<file path="src/rtl/ngga_pkg.sv">
// shared constants, types and helper functions for the gga position parser
// no dependencies; imported by ngga_coord and nmea_gga_position_parser
package ngga_pkg;

  // number formats
  localparam int MINUTE_FRAC_DIGITS = 5;
  localparam int UTC_FRAC_DIGITS    = 3;

  // pipeline depth from snapshot to output register
  localparam int NUM_STG = 7;

  // field widths
  localparam int UTC_W   = 30;
  localparam int COORD_W = 35;
  localparam int WHOLE_W = 17;
  localparam int FRAC_W  = $clog2(10 ** MINUTE_FRAC_DIGITS);
  localparam int FCNT_W  = $clog2(MINUTE_FRAC_DIGITS + 1);
  localparam int UFD_W   = 2;
  localparam int ICNT_W  = 2;
  localparam int USCL_W  = 10;
  localparam int HDR_LEN = 6;

  localparam logic [UTC_W-1:0]   UTC_MAX   = 30'd999999999;
  localparam logic [WHOLE_W-1:0] WHOLE_MAX = 17'd100099;
  localparam logic [ICNT_W-1:0]  ICNT_FULL = 2'd3;

  // characters
  localparam logic [7:0] CH_COMMA = 8'h2C;
  localparam logic [7:0] CH_DOT   = 8'h2E;
  localparam logic [7:0] CH_ZERO  = 8'h30;
  localparam logic [7:0] CH_NINE  = 8'h39;
  localparam logic [7:0] CH_S     = 8'h53;
  localparam logic [7:0] CH_W     = 8'h57;
  localparam logic [7:0] CH_DOLLAR = 8'h24;
  localparam logic [7:0] CH_G     = 8'h47;
  localparam logic [7:0] CH_P     = 8'h50;
  localparam logic [7:0] CH_A     = 8'h41;

  // field positions within the sentence
  localparam logic [3:0] FIELD_HDR     = 4'd0;
  localparam logic [3:0] FIELD_UTC     = 4'd1;
  localparam logic [3:0] FIELD_LAT     = 4'd2;
  localparam logic [3:0] FIELD_LAT_DIR = 4'd3;
  localparam logic [3:0] FIELD_LON     = 4'd4;
  localparam logic [3:0] FIELD_LON_DIR = 4'd5;
  localparam logic [3:0] FIELD_MAX     = 4'd15;

  // whole part split into degrees and minutes: x / 100 by reciprocal
  localparam int DEG_SHIFT   = 24;
  localparam int RECIP_DEG_W = 18;
  localparam logic [RECIP_DEG_W-1:0] DEG_RECIP =
    RECIP_DEG_W'(((64'd1 << DEG_SHIFT) + 64'd99) / 64'd100);
  localparam int DEG_W = 10;
  localparam int MW_W  = 7;

  // minutes to 1e-7 degree: scale up, then x / 60 by reciprocal
  localparam int MIN_W     = $clog2(10 ** (MINUTE_FRAC_DIGITS + 2));
  localparam int MIN_TO_E7 = 10 ** (7 - MINUTE_FRAC_DIGITS);
  localparam int X_W       = 30;
  localparam int DIV_SHIFT = 36;
  localparam int RECIP60_W = 31;
  localparam logic [RECIP60_W-1:0] RECIP60 =
    RECIP60_W'(((64'd1 << DIV_SHIFT) + 64'd59) / 64'd60);
  localparam int Q_W      = 24;
  localparam int DEG_E7_W = 34;
  localparam logic [DEG_E7_W-1:0] DEG_UNIT = 34'd10000000;
  localparam logic [MIN_W-1:0]    MIN_UNIT = MIN_W'(10 ** MINUTE_FRAC_DIGITS);

  // running state of one coordinate field
  typedef struct packed {
    logic               any;
    logic               dot;
    logic [ICNT_W-1:0]  icnt;
    logic [FCNT_W-1:0]  fcnt;
    logic [WHOLE_W-1:0] whole;
    logic [FRAC_W-1:0]  frac;
  } coord_acc_t;

  // coordinate snapshot handed to the conversion pipeline
  typedef struct packed {
    logic               kill;
    logic               neg;
    logic [WHOLE_W-1:0] whole;
    logic [FRAC_W-1:0]  frac;
    logic [FCNT_W-1:0]  fcnt;
  } coord_snap_t;

  function automatic logic is_digit(input logic [7:0] c);
    return (c >= CH_ZERO) && (c <= CH_NINE);
  endfunction

  // expected header text, one character per position
  function automatic logic [7:0] hdr_char(input logic [2:0] idx);
    logic [7:0] r;
    unique case (idx)
      3'd0:    r = CH_DOLLAR;
      3'd1:    r = CH_G;
      3'd2:    r = CH_P;
      3'd3:    r = CH_G;
      3'd4:    r = CH_G;
      3'd5:    r = CH_A;
      default: r = 8'h00;
    endcase
    return r;
  endfunction

  // 10^(MINUTE_FRAC_DIGITS - cnt) for missing fraction digits
  function automatic logic [FRAC_W-1:0] frac_scale(input logic [FCNT_W-1:0] cnt);
    logic [FRAC_W-1:0] p;
    p = FRAC_W'(1);
    for (int i = 0; i < MINUTE_FRAC_DIGITS; i++) begin
      if (FCNT_W'(i) >= cnt) p = FRAC_W'(p * 10);
    end
    return p;
  endfunction

  // 10^(UTC_FRAC_DIGITS - cnt) for missing utc fraction digits
  function automatic logic [USCL_W-1:0] utc_scale(input logic [UFD_W-1:0] cnt);
    logic [USCL_W-1:0] p;
    p = USCL_W'(1);
    for (int i = 0; i < UTC_FRAC_DIGITS; i++) begin
      if (UFD_W'(i) >= cnt) p = USCL_W'(p * 10);
    end
    return p;
  endfunction

  // one character of a coordinate field
  function automatic coord_acc_t coord_step(input coord_acc_t a, input logic [7:0] c);
    coord_acc_t r;
    logic [WHOLE_W+3:0] wv;
    r = a;
    r.any = 1'b1;
    wv = (WHOLE_W+4)'(a.whole) * (WHOLE_W+4)'(10) + (WHOLE_W+4)'(c[3:0]);
    if (is_digit(c)) begin
      if (!a.dot) begin
        r.whole = (wv > (WHOLE_W+4)'(WHOLE_MAX)) ? WHOLE_MAX : wv[WHOLE_W-1:0];
        if (a.icnt != ICNT_FULL) r.icnt = a.icnt + ICNT_W'(1);
      end else if (a.fcnt < FCNT_W'(MINUTE_FRAC_DIGITS)) begin
        r.frac = a.frac * FRAC_W'(10) + FRAC_W'(c[3:0]);
        r.fcnt = a.fcnt + FCNT_W'(1);
      end
    end else if ((c == CH_DOT) && !a.dot) begin
      r.dot = 1'b1;
    end
    return r;
  endfunction

  // character that cannot belong to a coordinate number
  function automatic logic coord_bad(input coord_acc_t a, input logic [7:0] c);
    return !is_digit(c) && !((c == CH_DOT) && !a.dot);
  endfunction

endpackage

</file>
<file path="src/rtl/ngga_coord.sv">
// conversion pipeline for one coordinate: ddmm.mmmmm text value to 1e-7 degrees
// depends on ngga_pkg; stage loads are driven by the top level flow control
module ngga_coord
  import ngga_pkg::*;
(
  input  logic                      clk,
  input  logic [NUM_STG-1:0]        en,
  input  coord_snap_t               snap,
  output logic signed [COORD_W-1:0] value
);

  coord_snap_t s0;

  logic                             kill1, neg1;
  logic [WHOLE_W-1:0]               whole1;
  logic [WHOLE_W+RECIP_DEG_W-1:0]   pdeg1;
  logic [FRAC_W-1:0]                fs1;

  logic                             kill2, neg2;
  logic [DEG_W-1:0]                 deg2;
  logic [MW_W-1:0]                  mw2;
  logic [FRAC_W-1:0]                fs2;

  logic                             kill3, neg3;
  logic [MIN_W-1:0]                 min3;
  logic [DEG_E7_W-1:0]              de3;

  logic                             kill4, neg4;
  logic [X_W-1:0]                   x4;
  logic [DEG_E7_W-1:0]              de4;

  logic                             kill5, neg5;
  logic [X_W+RECIP60_W-1:0]         qp5;
  logic [DEG_E7_W-1:0]              de5;

  logic [DEG_W-1:0]                 deg_c;
  logic [WHOLE_W-1:0]               diff_c;
  logic [Q_W-1:0]                   q_c;
  logic [COORD_W-1:0]               mag_c;

  // degree split and final sum
  always_comb begin
    deg_c  = pdeg1[DEG_SHIFT +: DEG_W];
    diff_c = whole1 - WHOLE_W'(deg_c) * WHOLE_W'(100);
    q_c    = qp5[DIV_SHIFT +: Q_W];
    mag_c  = COORD_W'(de5) + COORD_W'(q_c);
  end

  // snapshot, reciprocal products, then scaling and sign
  always_ff @(posedge clk) begin
    if (en[0]) begin
      s0 <= snap;
    end
    if (en[1]) begin
      kill1  <= s0.kill;
      neg1   <= s0.neg;
      whole1 <= s0.whole;
      pdeg1  <= (WHOLE_W+RECIP_DEG_W)'(s0.whole) * (WHOLE_W+RECIP_DEG_W)'(DEG_RECIP);
      fs1    <= s0.frac * frac_scale(s0.fcnt);
    end
    if (en[2]) begin
      kill2 <= kill1;
      neg2  <= neg1;
      deg2  <= deg_c;
      mw2   <= diff_c[MW_W-1:0];
      fs2   <= fs1;
    end
    if (en[3]) begin
      kill3 <= kill2;
      neg3  <= neg2;
      min3  <= MIN_W'(mw2) * MIN_UNIT + MIN_W'(fs2);
      de3   <= DEG_E7_W'(deg2) * DEG_UNIT;
    end
    if (en[4]) begin
      kill4 <= kill3;
      neg4  <= neg3;
      x4    <= X_W'(min3) * X_W'(MIN_TO_E7);
      de4   <= de3;
    end
    if (en[5]) begin
      kill5 <= kill4;
      neg5  <= neg4;
      qp5   <= (X_W+RECIP60_W)'(x4) * (X_W+RECIP60_W)'(RECIP60);
      de5   <= de4;
    end
    if (en[6]) begin
      if (kill5) begin
        value <= '0;
      end else if (neg5) begin
        value <= -$signed(mag_c);
      end else begin
        value <= $signed(mag_c);
      end
    end
  end

endmodule

</file>
<file path="src/rtl/nmea_gga_position_parser.sv">
// gga position parser: character stream in, one decoded position per sentence out
// slave channel carries one character per transaction, tlast marks the sentence end
// output channel carries utc, latitude, longitude and two status flags
// the block takes one character per clock cycle while s_tready is high; every
// character is folded into the running field state by one pass of logic. the
// character flagged by tlast closes the sentence: its snapshot enters a seven-stage
// conversion pipeline (reciprocal divides by 100 and 60, scaling, sign) and the
// result shows on the master channel from the last stage. the running state clears
// at the accepting edge, so the next sentence can start in the following cycle.
// the pipeline stages advance independently, so bubbles collapse: s_tready falls
// only when seven finished or pending results are held while m_tready stays low.
// characters without tlast produce no transaction. synchronous rst clears the
// field state and all pipeline valid flags; results in flight are dropped.
// depends on ngga_pkg and ngga_coord
module nmea_gga_position_parser
  import ngga_pkg::*;
(
  input  logic          clk,
  input  logic          rst,
  input  logic          s_tvalid,
  output logic          s_tready,
  input  logic [7:0]    s_tdata,   // [7:0] char_code
  input  logic          s_tlast,   // end_of_message
  output logic          m_tvalid,
  input  logic          m_tready,
  output logic [103:0]  m_tdata,   // [29:0] utc_thousandths, [64:30] latitude_e7,
                                   // [99:65] longitude_e7, [103:100] zero
  output logic [1:0]    m_tuser    // [0] gga_found, [1] format_error
);

  localparam int PAD_W = 104 - UTC_W - 2 * COORD_W;

  typedef struct packed {
    logic found;
    logic err;
  } ctl_t;

  // running sentence state
  logic [2:0]        hdr_prog, hdr_prog_next;
  logic              hdr_mis, hdr_mis_next;
  logic [3:0]        fidx, fidx_next;
  logic [UTC_W-1:0]  utc_acc, utc_acc_next;
  logic [UFD_W-1:0]  utc_fd, utc_fd_next;
  logic              utc_dig, utc_dig_next;
  logic              utc_dot, utc_dot_next;
  coord_acc_t        lat, lat_next;
  coord_acc_t        lon, lon_next;
  logic              lat_dir, lat_dir_next;
  logic              lat_neg, lat_neg_next;
  logic              lon_dir, lon_dir_next;
  logic              lon_neg, lon_neg_next;
  logic              err, err_next;

  logic [7:0]        c;
  logic              is_comma;
  logic [UTC_W+3:0]  utc_pv;
  logic [UTC_W-1:0]  utc_pushed;
  logic [4:0]        tokens;
  logic              found, fault, kill, lat_cerr, lon_cerr;
  coord_snap_t       lat_snap, lon_snap;
  logic              accept;

  // pipeline flow control
  logic [NUM_STG-1:0] v, rdy;
  ctl_t               ctl [NUM_STG];
  logic               utc_kill0, utc_kill1;
  logic [UTC_W-1:0]   utc_acc0;
  logic [UFD_W-1:0]   utc_fd0;
  logic [UTC_W+9:0]   utc_s1;
  logic [UTC_W-1:0]   utc_q [2:NUM_STG-1];
  logic signed [COORD_W-1:0] lat_v, lon_v;

  assign accept = s_tvalid && s_tready;
  assign c = s_tdata;
  assign is_comma = (c == CH_COMMA);

  // per-character update of the field state
  always_comb begin
    hdr_prog_next = hdr_prog;
    hdr_mis_next  = hdr_mis;
    fidx_next     = fidx;
    utc_acc_next  = utc_acc;
    utc_fd_next   = utc_fd;
    utc_dig_next  = utc_dig;
    utc_dot_next  = utc_dot;
    lat_next      = lat;
    lon_next      = lon;
    lat_dir_next  = lat_dir;
    lat_neg_next  = lat_neg;
    lon_dir_next  = lon_dir;
    lon_neg_next  = lon_neg;
    err_next      = err;

    utc_pv = (UTC_W+4)'(utc_acc) * (UTC_W+4)'(10) + (UTC_W+4)'(c[3:0]);
    utc_pushed = (utc_pv > (UTC_W+4)'(UTC_MAX)) ? UTC_MAX : utc_pv[UTC_W-1:0];

    if (is_comma) begin
      if (fidx != FIELD_MAX) fidx_next = fidx + 4'd1;
    end else begin
      unique case (fidx)
        FIELD_HDR: begin
          if ((hdr_prog < 3'(HDR_LEN)) && (c == hdr_char(hdr_prog))) begin
            hdr_prog_next = hdr_prog + 3'd1;
          end else begin
            hdr_mis_next = 1'b1;
          end
        end
        FIELD_UTC: begin
          if (is_digit(c)) begin
            if (!utc_dot) begin
              utc_acc_next = utc_pushed;
            end else if (utc_fd < UFD_W'(UTC_FRAC_DIGITS)) begin
              utc_acc_next = utc_pushed;
              utc_fd_next  = utc_fd + UFD_W'(1);
            end
            utc_dig_next = 1'b1;
          end else if ((c == CH_DOT) && !utc_dot) begin
            utc_dot_next = 1'b1;
          end else begin
            err_next = 1'b1;
          end
        end
        FIELD_LAT: begin
          lat_next = coord_step(lat, c);
          if (coord_bad(lat, c)) err_next = 1'b1;
        end
        FIELD_LAT_DIR: begin
          if (!lat_dir) begin
            lat_dir_next = 1'b1;
            lat_neg_next = (c == CH_S) || (c == CH_W);
          end else begin
            lat_neg_next = 1'b0;
          end
        end
        FIELD_LON: begin
          lon_next = coord_step(lon, c);
          if (coord_bad(lon, c)) err_next = 1'b1;
        end
        FIELD_LON_DIR: begin
          if (!lon_dir) begin
            lon_dir_next = 1'b1;
            lon_neg_next = (c == CH_S) || (c == CH_W);
          end else begin
            lon_neg_next = 1'b0;
          end
        end
        default: begin
        end
      endcase
    end
  end

  // sentence verdict and snapshot at the closing character
  always_comb begin
    tokens   = 5'(fidx_next) + 5'(!is_comma);
    found    = !hdr_mis_next && (hdr_prog_next == 3'(HDR_LEN)) && (tokens > 5'd5);
    lat_cerr = lat_next.any && (!lat_next.dot || (lat_next.icnt != ICNT_FULL));
    lon_cerr = lon_next.any && (!lon_next.dot || (lon_next.icnt != ICNT_FULL));
    fault    = found && (err_next || !utc_dig_next || lat_cerr || lon_cerr);
    kill     = !found || fault;
    lat_snap = '{kill: kill || !lat_next.any, neg: lat_neg_next, whole: lat_next.whole,
                 frac: lat_next.frac, fcnt: lat_next.fcnt};
    lon_snap = '{kill: kill || !lon_next.any, neg: lon_neg_next, whole: lon_next.whole,
                 frac: lon_next.frac, fcnt: lon_next.fcnt};
  end

  // field state registers, cleared after each sentence
  always_ff @(posedge clk) begin
    if (rst || (accept && s_tlast)) begin
      hdr_prog <= '0;
      hdr_mis  <= 1'b0;
      fidx     <= '0;
      utc_acc  <= '0;
      utc_fd   <= '0;
      utc_dig  <= 1'b0;
      utc_dot  <= 1'b0;
      lat      <= '0;
      lon      <= '0;
      lat_dir  <= 1'b0;
      lat_neg  <= 1'b0;
      lon_dir  <= 1'b0;
      lon_neg  <= 1'b0;
      err      <= 1'b0;
    end else if (accept) begin
      hdr_prog <= hdr_prog_next;
      hdr_mis  <= hdr_mis_next;
      fidx     <= fidx_next;
      utc_acc  <= utc_acc_next;
      utc_fd   <= utc_fd_next;
      utc_dig  <= utc_dig_next;
      utc_dot  <= utc_dot_next;
      lat      <= lat_next;
      lon      <= lon_next;
      lat_dir  <= lat_dir_next;
      lat_neg  <= lat_neg_next;
      lon_dir  <= lon_dir_next;
      lon_neg  <= lon_neg_next;
      err      <= err_next;
    end
  end

  // a stage may load when it is empty or its successor moves on
  always_comb begin
    rdy[NUM_STG-1] = !v[NUM_STG-1] || m_tready;
    for (int i = NUM_STG - 2; i >= 0; i--) begin
      rdy[i] = !v[i] || rdy[i+1];
    end
  end

  assign s_tready = rdy[0];

  // stage valid flags
  always_ff @(posedge clk) begin
    if (rst) begin
      v <= '0;
    end else begin
      if (rdy[0]) v[0] <= s_tvalid && s_tlast;
      for (int i = 1; i < NUM_STG; i++) begin
        if (rdy[i]) v[i] <= v[i-1];
      end
    end
  end

  // status flags and utc scaling pipeline
  always_ff @(posedge clk) begin
    if (rdy[0]) begin
      ctl[0]    <= '{found: found, err: fault};
      utc_kill0 <= kill;
      utc_acc0  <= utc_acc_next;
      utc_fd0   <= utc_fd_next;
    end
    if (rdy[1]) begin
      ctl[1]    <= ctl[0];
      utc_kill1 <= utc_kill0;
      utc_s1    <= (UTC_W+10)'(utc_acc0) * (UTC_W+10)'(utc_scale(utc_fd0));
    end
    if (rdy[2]) begin
      ctl[2] <= ctl[1];
      if (utc_kill1) begin
        utc_q[2] <= '0;
      end else if (utc_s1 > (UTC_W+10)'(UTC_MAX)) begin
        utc_q[2] <= UTC_MAX;
      end else begin
        utc_q[2] <= utc_s1[UTC_W-1:0];
      end
    end
    for (int i = 3; i < NUM_STG; i++) begin
      if (rdy[i]) begin
        ctl[i]   <= ctl[i-1];
        utc_q[i] <= utc_q[i-1];
      end
    end
  end

  // coordinate conversion pipelines
  ngga_coord u_lat (
    .clk   (clk),
    .en    (rdy),
    .snap  (lat_snap),
    .value (lat_v)
  );

  ngga_coord u_lon (
    .clk   (clk),
    .en    (rdy),
    .snap  (lon_snap),
    .value (lon_v)
  );

  // result transaction
  assign m_tvalid = v[NUM_STG-1];
  assign m_tdata  = {PAD_W'(0), lon_v, lat_v, utc_q[NUM_STG-1]};
  assign m_tuser  = {ctl[NUM_STG-1].err, ctl[NUM_STG-1].found};

endmodule
</file>
<file path="config.mk">
export PLATFORM = sky130hd
export DESIGN_NAME = nmea_gga_position_parser
export DESIGN_NICKNAME = d
export VERILOG_FILES = /design/src/rtl/ngga_pkg.sv /design/src/rtl/ngga_coord.sv /design/src/rtl/nmea_gga_position_parser.sv
export SDC_FILE = /design/constraint.sdc
export NUM_CORES = 2
export LEC_CHECK = 0
export BUFFER_PORTS_ARGS = -buffer_cell sky130_fd_sc_hd__clkbuf_2
export CORE_MARGIN = 5
export CORE_UTILIZATION = 45
export DETAILED_ROUTE_END_ITERATION = 10
export SLEW_MARGIN = 10
export SYNTH_ARGS = -nofsm -noshare
export SYNTH_HDL_FRONTEND = slang
export SYNTH_SLANG_ARGS = --single-unit
</file>
<file path="constraint.sdc">
create_clock -name clk -period 12.5 [get_ports clk]
set_clock_uncertainty 0.1 [all_clocks]
set_input_delay 1.25 -clock clk [delete_from_list [all_inputs] [get_ports clk]]
set_output_delay 1.25 -clock clk [all_outputs]
set_load 0.05 [all_outputs]
</file>
Word-level counts from Yosys, hierarchy flattened:

Memories as Yosys holds them, arrays and structs flattened.
Cells that the tools add are included.

* register bits after elaboration: 944
* memory bits (writable): 164
* input bits: 13
* output and inout bits: 108
* logic and storage cells: 371
* memories kept: 2

* add/sub/neg operators: 21
* $mul: 30
* $lt $le $gt $ge: 24
* equal/unequal tests: 21
* muxes and demuxes: 118
* bitwise logic cells: 4
* reductions and logical operators: 59

Memory list
* utc_q: words 5, bits a word 30, read ports 5, clocked after Yosys merged registers in 0, wr ports 5, RTL line nmea_gga_position_parser.sv:70 `logic [UTC_W-1:0] utc_q [2:NUM_STG-1];`
* ctl: words 7, bits a word 2, read ports 7, clocked after Yosys merged registers in 0, wr ports 7, RTL line nmea_gga_position_parser.sv:65 `ctl_t ctl [NUM_STG];`

Operator list (count)
* $mux W17: 26
* $mux W30: 8
* $mul A17 B3 Y16 const B: 10
* $mux W41: 4
* $mul A28 B31 Y58 const B: 2
* $mux W39: 2
* $add A34 B24 Y35: 2
* $mux W35: 2
* $neg A35 Y35: 2
* $mul A17 B18 Y34 const B: 2
* $mul A24 B5 Y28 const B: 2
* $mul A10 B17 Y27 const B: 2
* $mux W10: 5
* $add A24 B17 Y24: 2
* $mux W1: 46
* $add A21 B4 Y21: 2
* $gt A21 B17 Y1 const B: 2
* $gt A40 B30 Y1 const B: 1
* $mul A17 B3 Y20 const B: 2
* $mul A30 B10 Y40: 1
* $mul A7 B12 Y19 const B: 2
* $add A17 B4 Y17: 2
* $add A34 B4 Y34: 1
* $gt A34 B30 Y1 const B: 1
* 46 further kinds: 146

Logic depth before layout (Yosys ltp):

* depth in word-level cells: 21
* mapped depth: 50
* gate-level depth less buffers: 48

Hierarchy:

From an unflattened synthesis, not the netlist that was laid out.

* cell total of the unflattened synthesis: 9794
* area total of the unflattened synthesis: 102666.0 um2

Modules (own cells, without submodules)
* ngga_coord at u_lat: times used 1, cells an instance 3362, area an instance 36152.2 um2, seq. area each 9278.9 um2
* ngga_coord at u_lon: times used 1, cells an instance 3255, area an instance 35445.2 um2, seq. area each 9278.9 um2
* nmea_gga_position_parser: times used 1, cells an instance 3177, area an instance 31068.5 um2, seq. area each 9869.5 um2

Least setup slack after synthesis:

OpenSTA, ideal clock, no wires.

* path kind: register to register
* from: register u_lon.s0[2] (netlist name)
* to: register u_lon.fs1[16], data pin
* setup time: 260 ps
* arrival time: 9786 ps
* data required time: 12140 ps
* setup slack: 2354 ps
* cell stages (with the launch flop): 46
* path buffers: 2
* period minus slack after synthesis: 10146 ps
* cell sequence: edfxtp_1 -> clkbuf_1 -> nor2_1 -> inv_1 -> nor2_1 -> inv_1 -> ha_1 -> clkbuf_1 -> nand2_1 -> o21ai_0 -> ha_1 -> ha_1 -> fa_1 -> mux2_2 -> ha_1 -> ha_1 -> nor2b_1 -> o21a_1 -> [10 not listed] -> fa_1 -> inv_1 -> fa_1 -> inv_1 -> fa_1 -> fa_1 -> xor2_1 -> xnor2_1 -> xnor2_1 -> xnor2_1 -> xnor2_1 -> xnor2_1 -> xnor2_1 -> xnor2_1 -> xnor2_1 -> xnor3_1 -> xnor2_1 -> xnor2_1

* cells in the longest elaborated chain, start to end: 16
* elaborated cells between the ends (all ways): 20
* classes of those cells: mul: 5; order compare: 5; mux: 10

Ends and longest elaborated chain
* start, declared: RTL line ngga_coord.sv:12 `coord_snap_t s0;`
* start signal, assigned: RTL line ngga_coord.sv:52 `s0 <= snap;`
* $ge A1 B3 Y1: RTL line ngga_pkg.sv:112 `if (FCNT_W'(i) >= cnt) p = FRAC_W'(p * 10);`
* $mux W4: RTL line ngga_pkg.sv:112
* $mux W17: RTL line ngga_coord.sv:54 `if (en[1]) begin`
* $mul A17 B3 Y16: RTL line ngga_pkg.sv:112
* $mux W17: RTL line ngga_pkg.sv:112
* $mux W17: RTL line ngga_coord.sv:54
* $mul A17 B3 Y16: RTL line ngga_pkg.sv:112
* $mux W17: RTL line ngga_pkg.sv:112
* $mux W17: RTL line ngga_coord.sv:54
* $mul A17 B3 Y16: RTL line ngga_pkg.sv:112
* $mux W17: RTL line ngga_pkg.sv:112
* $mux W17: RTL line ngga_coord.sv:54
* $mul A17 B3 Y16: RTL line ngga_pkg.sv:112
* $mux W17 *: RTL line ngga_pkg.sv:112
* $mux W17 *: RTL line ngga_coord.sv:54
* $mul A17 B17 Y17 *: RTL line ngga_coord.sv:59 `fs1 <= s0.frac * frac_scale(s0.fcnt);`
* end signal, assigned: RTL line ngga_coord.sv:59
* end, declared: RTL line ngga_coord.sv:17 `logic [FRAC_W-1:0] fs1;`

Mark *: on every way between the ends. The rest lies on a longest branch, timed or not. The select of a mux whose other input is x is not followed.
A chain may end at the register's enable or synchronous reset.

Final worst setup path:

Same ends and word-level chain as after synthesis.

==> impl_results.md <==
- Outcome: complete, no violations
- VDD IR-drop max: 0.247 mV
- Relative slew slack: 17.8%
- Post-synth EDFFs: 856
- WHS: 285 ps
- # DRC: 0
- Crit path kind: flop to flop
- P&R area growth vs syn: 7.71%
- Starting density of the core: 45.2%
- Number of global-route vias before repair: 69.4k
- Most common cell after layout, fill and taps aside: inv_1
- Share of layout cells above drive strength 1: 4.73%
- Hold Buf Count CTS: 0
- Largest net degree at the start of global routing: 91
- DR pass1 iterations: 6
- Final instance area: 0.109 mm^2
- Initial antenna violation count: 7
- Die Area: 0.235 mm^2
- Register area share after synthesis: 28.0%
- Most frequent cell on the critical path: xnor2_1
- Drt first-iter violations: 2931
- Final min period: 11030 ps
- Ys Warns: 0
- CTS tree: done
- Post-DRT Antenna Nets: 0
- Cell count after synthesis: 9764
- Die Span X: 485 um
- Routed WL: 207000 um
- Post-synth top area share: 25.3%
- Largest cells by area after synthesis: edfxtp_1, ha_1, fa_1, inv_1, xnor2_1
- Clock buffer depth: 3
- Syn Area/Cell: 10.4 um^2
- CP Launch Type: flop
- CP arrival: 11420 ps
- H-Tree Depth: 3
- Setup TNS: 0 ps
- Count of final hold-check violations: 0
- CP Capture Type: flop
- Most frequent cells in the layout: inv_1, ha_1, fa_1
- Post-synthesis cell area: 0.102 mm^2
- Vias: 66.4k
- Setup Fix Bufs, Post-CTS: 0
- Grt ovf: 0
- RSZ-0062 raised after global routing: no
- Synth Register Bits: 992
- Lkg Pwr: 55.5 nW
- Worst-Margin Slew: 1230 ps
- Hpwl dp: 172000 um
- Min-Delay Path Class: flop to flop
- Biggest area consumer among synthesized cells: edfxtp_1
- Async set or reset register ratio after synthesis: 0%
- NumNets Final: 12.5k
- Pwr/cell area: 159 mW/mm^2
- Wire length per cell: 16.0 um
- Core region area: 0.225 mm^2
- Most used flip-flop cell after synthesis: edfxtp_1
- Post-route clock period utilization: 88.2%
- Clock sinks: 992
- First-pass GRT wire length: 350000 um
- Post-CTS sizing: 0
- I/O pin cnt: 121
- Vias/cell: 5.13
- Skew-Pair Late Insertion Delay: 770 ps
- Worst-path fanout max: 22
- Slew Limit Fails: 0
- Die height: 485 um
- Gr usage total: 17.9%
- Site Rows: 174
- TritonCTS Buffers: 118
- Max-cap viol count: 0
- Synth unique cells: 99
- # setup viols final: 0
- Worst-path clk slew: 60 ps
- Fmax: 0.0907 GHz
- Post-DP Area: 0.105 mm^2
- RePlAce Congestion: 0.884
- CP max stage delay: 750 ps
- Max stage delay cell, worst path: edfxtp_1
- Req. time, crit path: 12890 ps
- Port Buffer Count: 116
- Layout fillers: 20.5k
- Final Core Density: 48.7%
- Root Buffer: clkbuf_16
registers in the layout, summed over array words and instances (netlist names), 35 cells and up:
signal and cells:
u_lon.s0 39, utc_s1 40, lat 41, u_lon.value 35, lon 41, u_lat.s0 39
utc_q 150, u_lat.value 35
synthesized netlist by cell type (all sizes together) (156+ instances only):
cell,n
edfxtp,856
a21oi,368
xor2,191
nor3,165
nor2,485
inv,1784
clkbuf,156
xnor2,414
ha,1659
o21ai,310
fa,993
nand2,606
final cells by class:
type | instances | area, um^2 | area share, %
Multi-Input combinational cell | 6799 | 65600 | 60.0
Antenna cell | 5 | 12.5 | 0.0114
Timing Repair Buffer | 154 | 866 | 0.792
Sequential cell | 992 | 28400 | 26.0
Clock buffer | 138 | 3090 | 2.83
Tap cell | 2992 | 3740 | 3.42
Inverter | 1785 | 6710 | 6.14
Clock inverter | 85 | 928 | 0.849
routing by layer:
layer | up-vias | share of wire (%) | wire length [um] | track usage, %
met1 | 32400 | 47 | 98300 | 24.5
met4 | 4 | 2.3 | 4740 | 4.16
met5 | - | 0.013 | 27 | 0
met3 | 242 | 3.2 | 6630 | 2.07
li1 | 32900 | - | - | -
met2 | 904 | 47 | 97800 | 30.3
power by group:
group	total, W	internal (W)	switching, W	leakage, nW
Combinational	0.00964	0.00421	0.00543	42.1
Clock	0.00351	0.00206	0.00145	1.94
Sequential	0.00424	0.00404	0.000202	11.4
Total	0.0174	0.0103	0.00708	55.5
path summary, 6_finish.rpt:
| kind | start | end | slack (ps) | depth (start not counted) |
|---|---|---|---|---|
| hold reg to reg | u_lat.pdeg1[1]$_DFFE_PP_ | u_lat.mw2[1]$_DFFE_PP_ | 280 | 0 |
| setup reg to reg | u_lon.s0[2]$_DFFE_PN_ | u_lon.fs1[16]$_DFFE_PP_ | 1470 | 42 |
| setup / recovery | u_lon.s0[2]$_DFFE_PN_ | u_lon.fs1[16]$_DFFE_PP_ | 1470 | 42 |
| hold / removal | u_lat.pdeg1[1]$_DFFE_PP_ | u_lat.mw2[1]$_DFFE_PP_ | 280 | 0 |
stage by stage:
stage | total power [W] | instances | worst slack [ps]
after global placement | 0.0138 | 12700 | 1570
after global routing | 0.0193 | 12900 | 683
after detailed placement | 0.0140 | 12700 | 1510
after floorplan | 0.0116 | 9796 | 2350
after CTS | 0.0177 | 12900 | 1450
final | 0.0174 | 13000 | 1470
cells by family (layout without fill, tap and decap cells):
kind of cell	Yosys count	after routing	share of synthesized area [%]
muxes	19	19	0.200
and+or+nand+nor	2133	2133	10.3
adders and majority gates	2652	2652	40.0
DFF	992	992	28.0
buffers and inverters	2005	2162	7.58
xor gates and xnor gates	606	606	5.26
AOI/OAI and AO/OA	1355	1355	8.65
other	2	39	0.00740
worst max-delay path: cells and delay by family (launching register included):
family | cells | cell delay [ps]
simple gates | 6 | 980
fa+ha+maj | 12 | 4960
mux | 1 | 290
buf+inv | 6 | 520
compound gates | 4 | 870
xor+xnor | 13 | 2270
flops | 1 | 750
No activity file was read; power rests on OpenSTA's default activity.
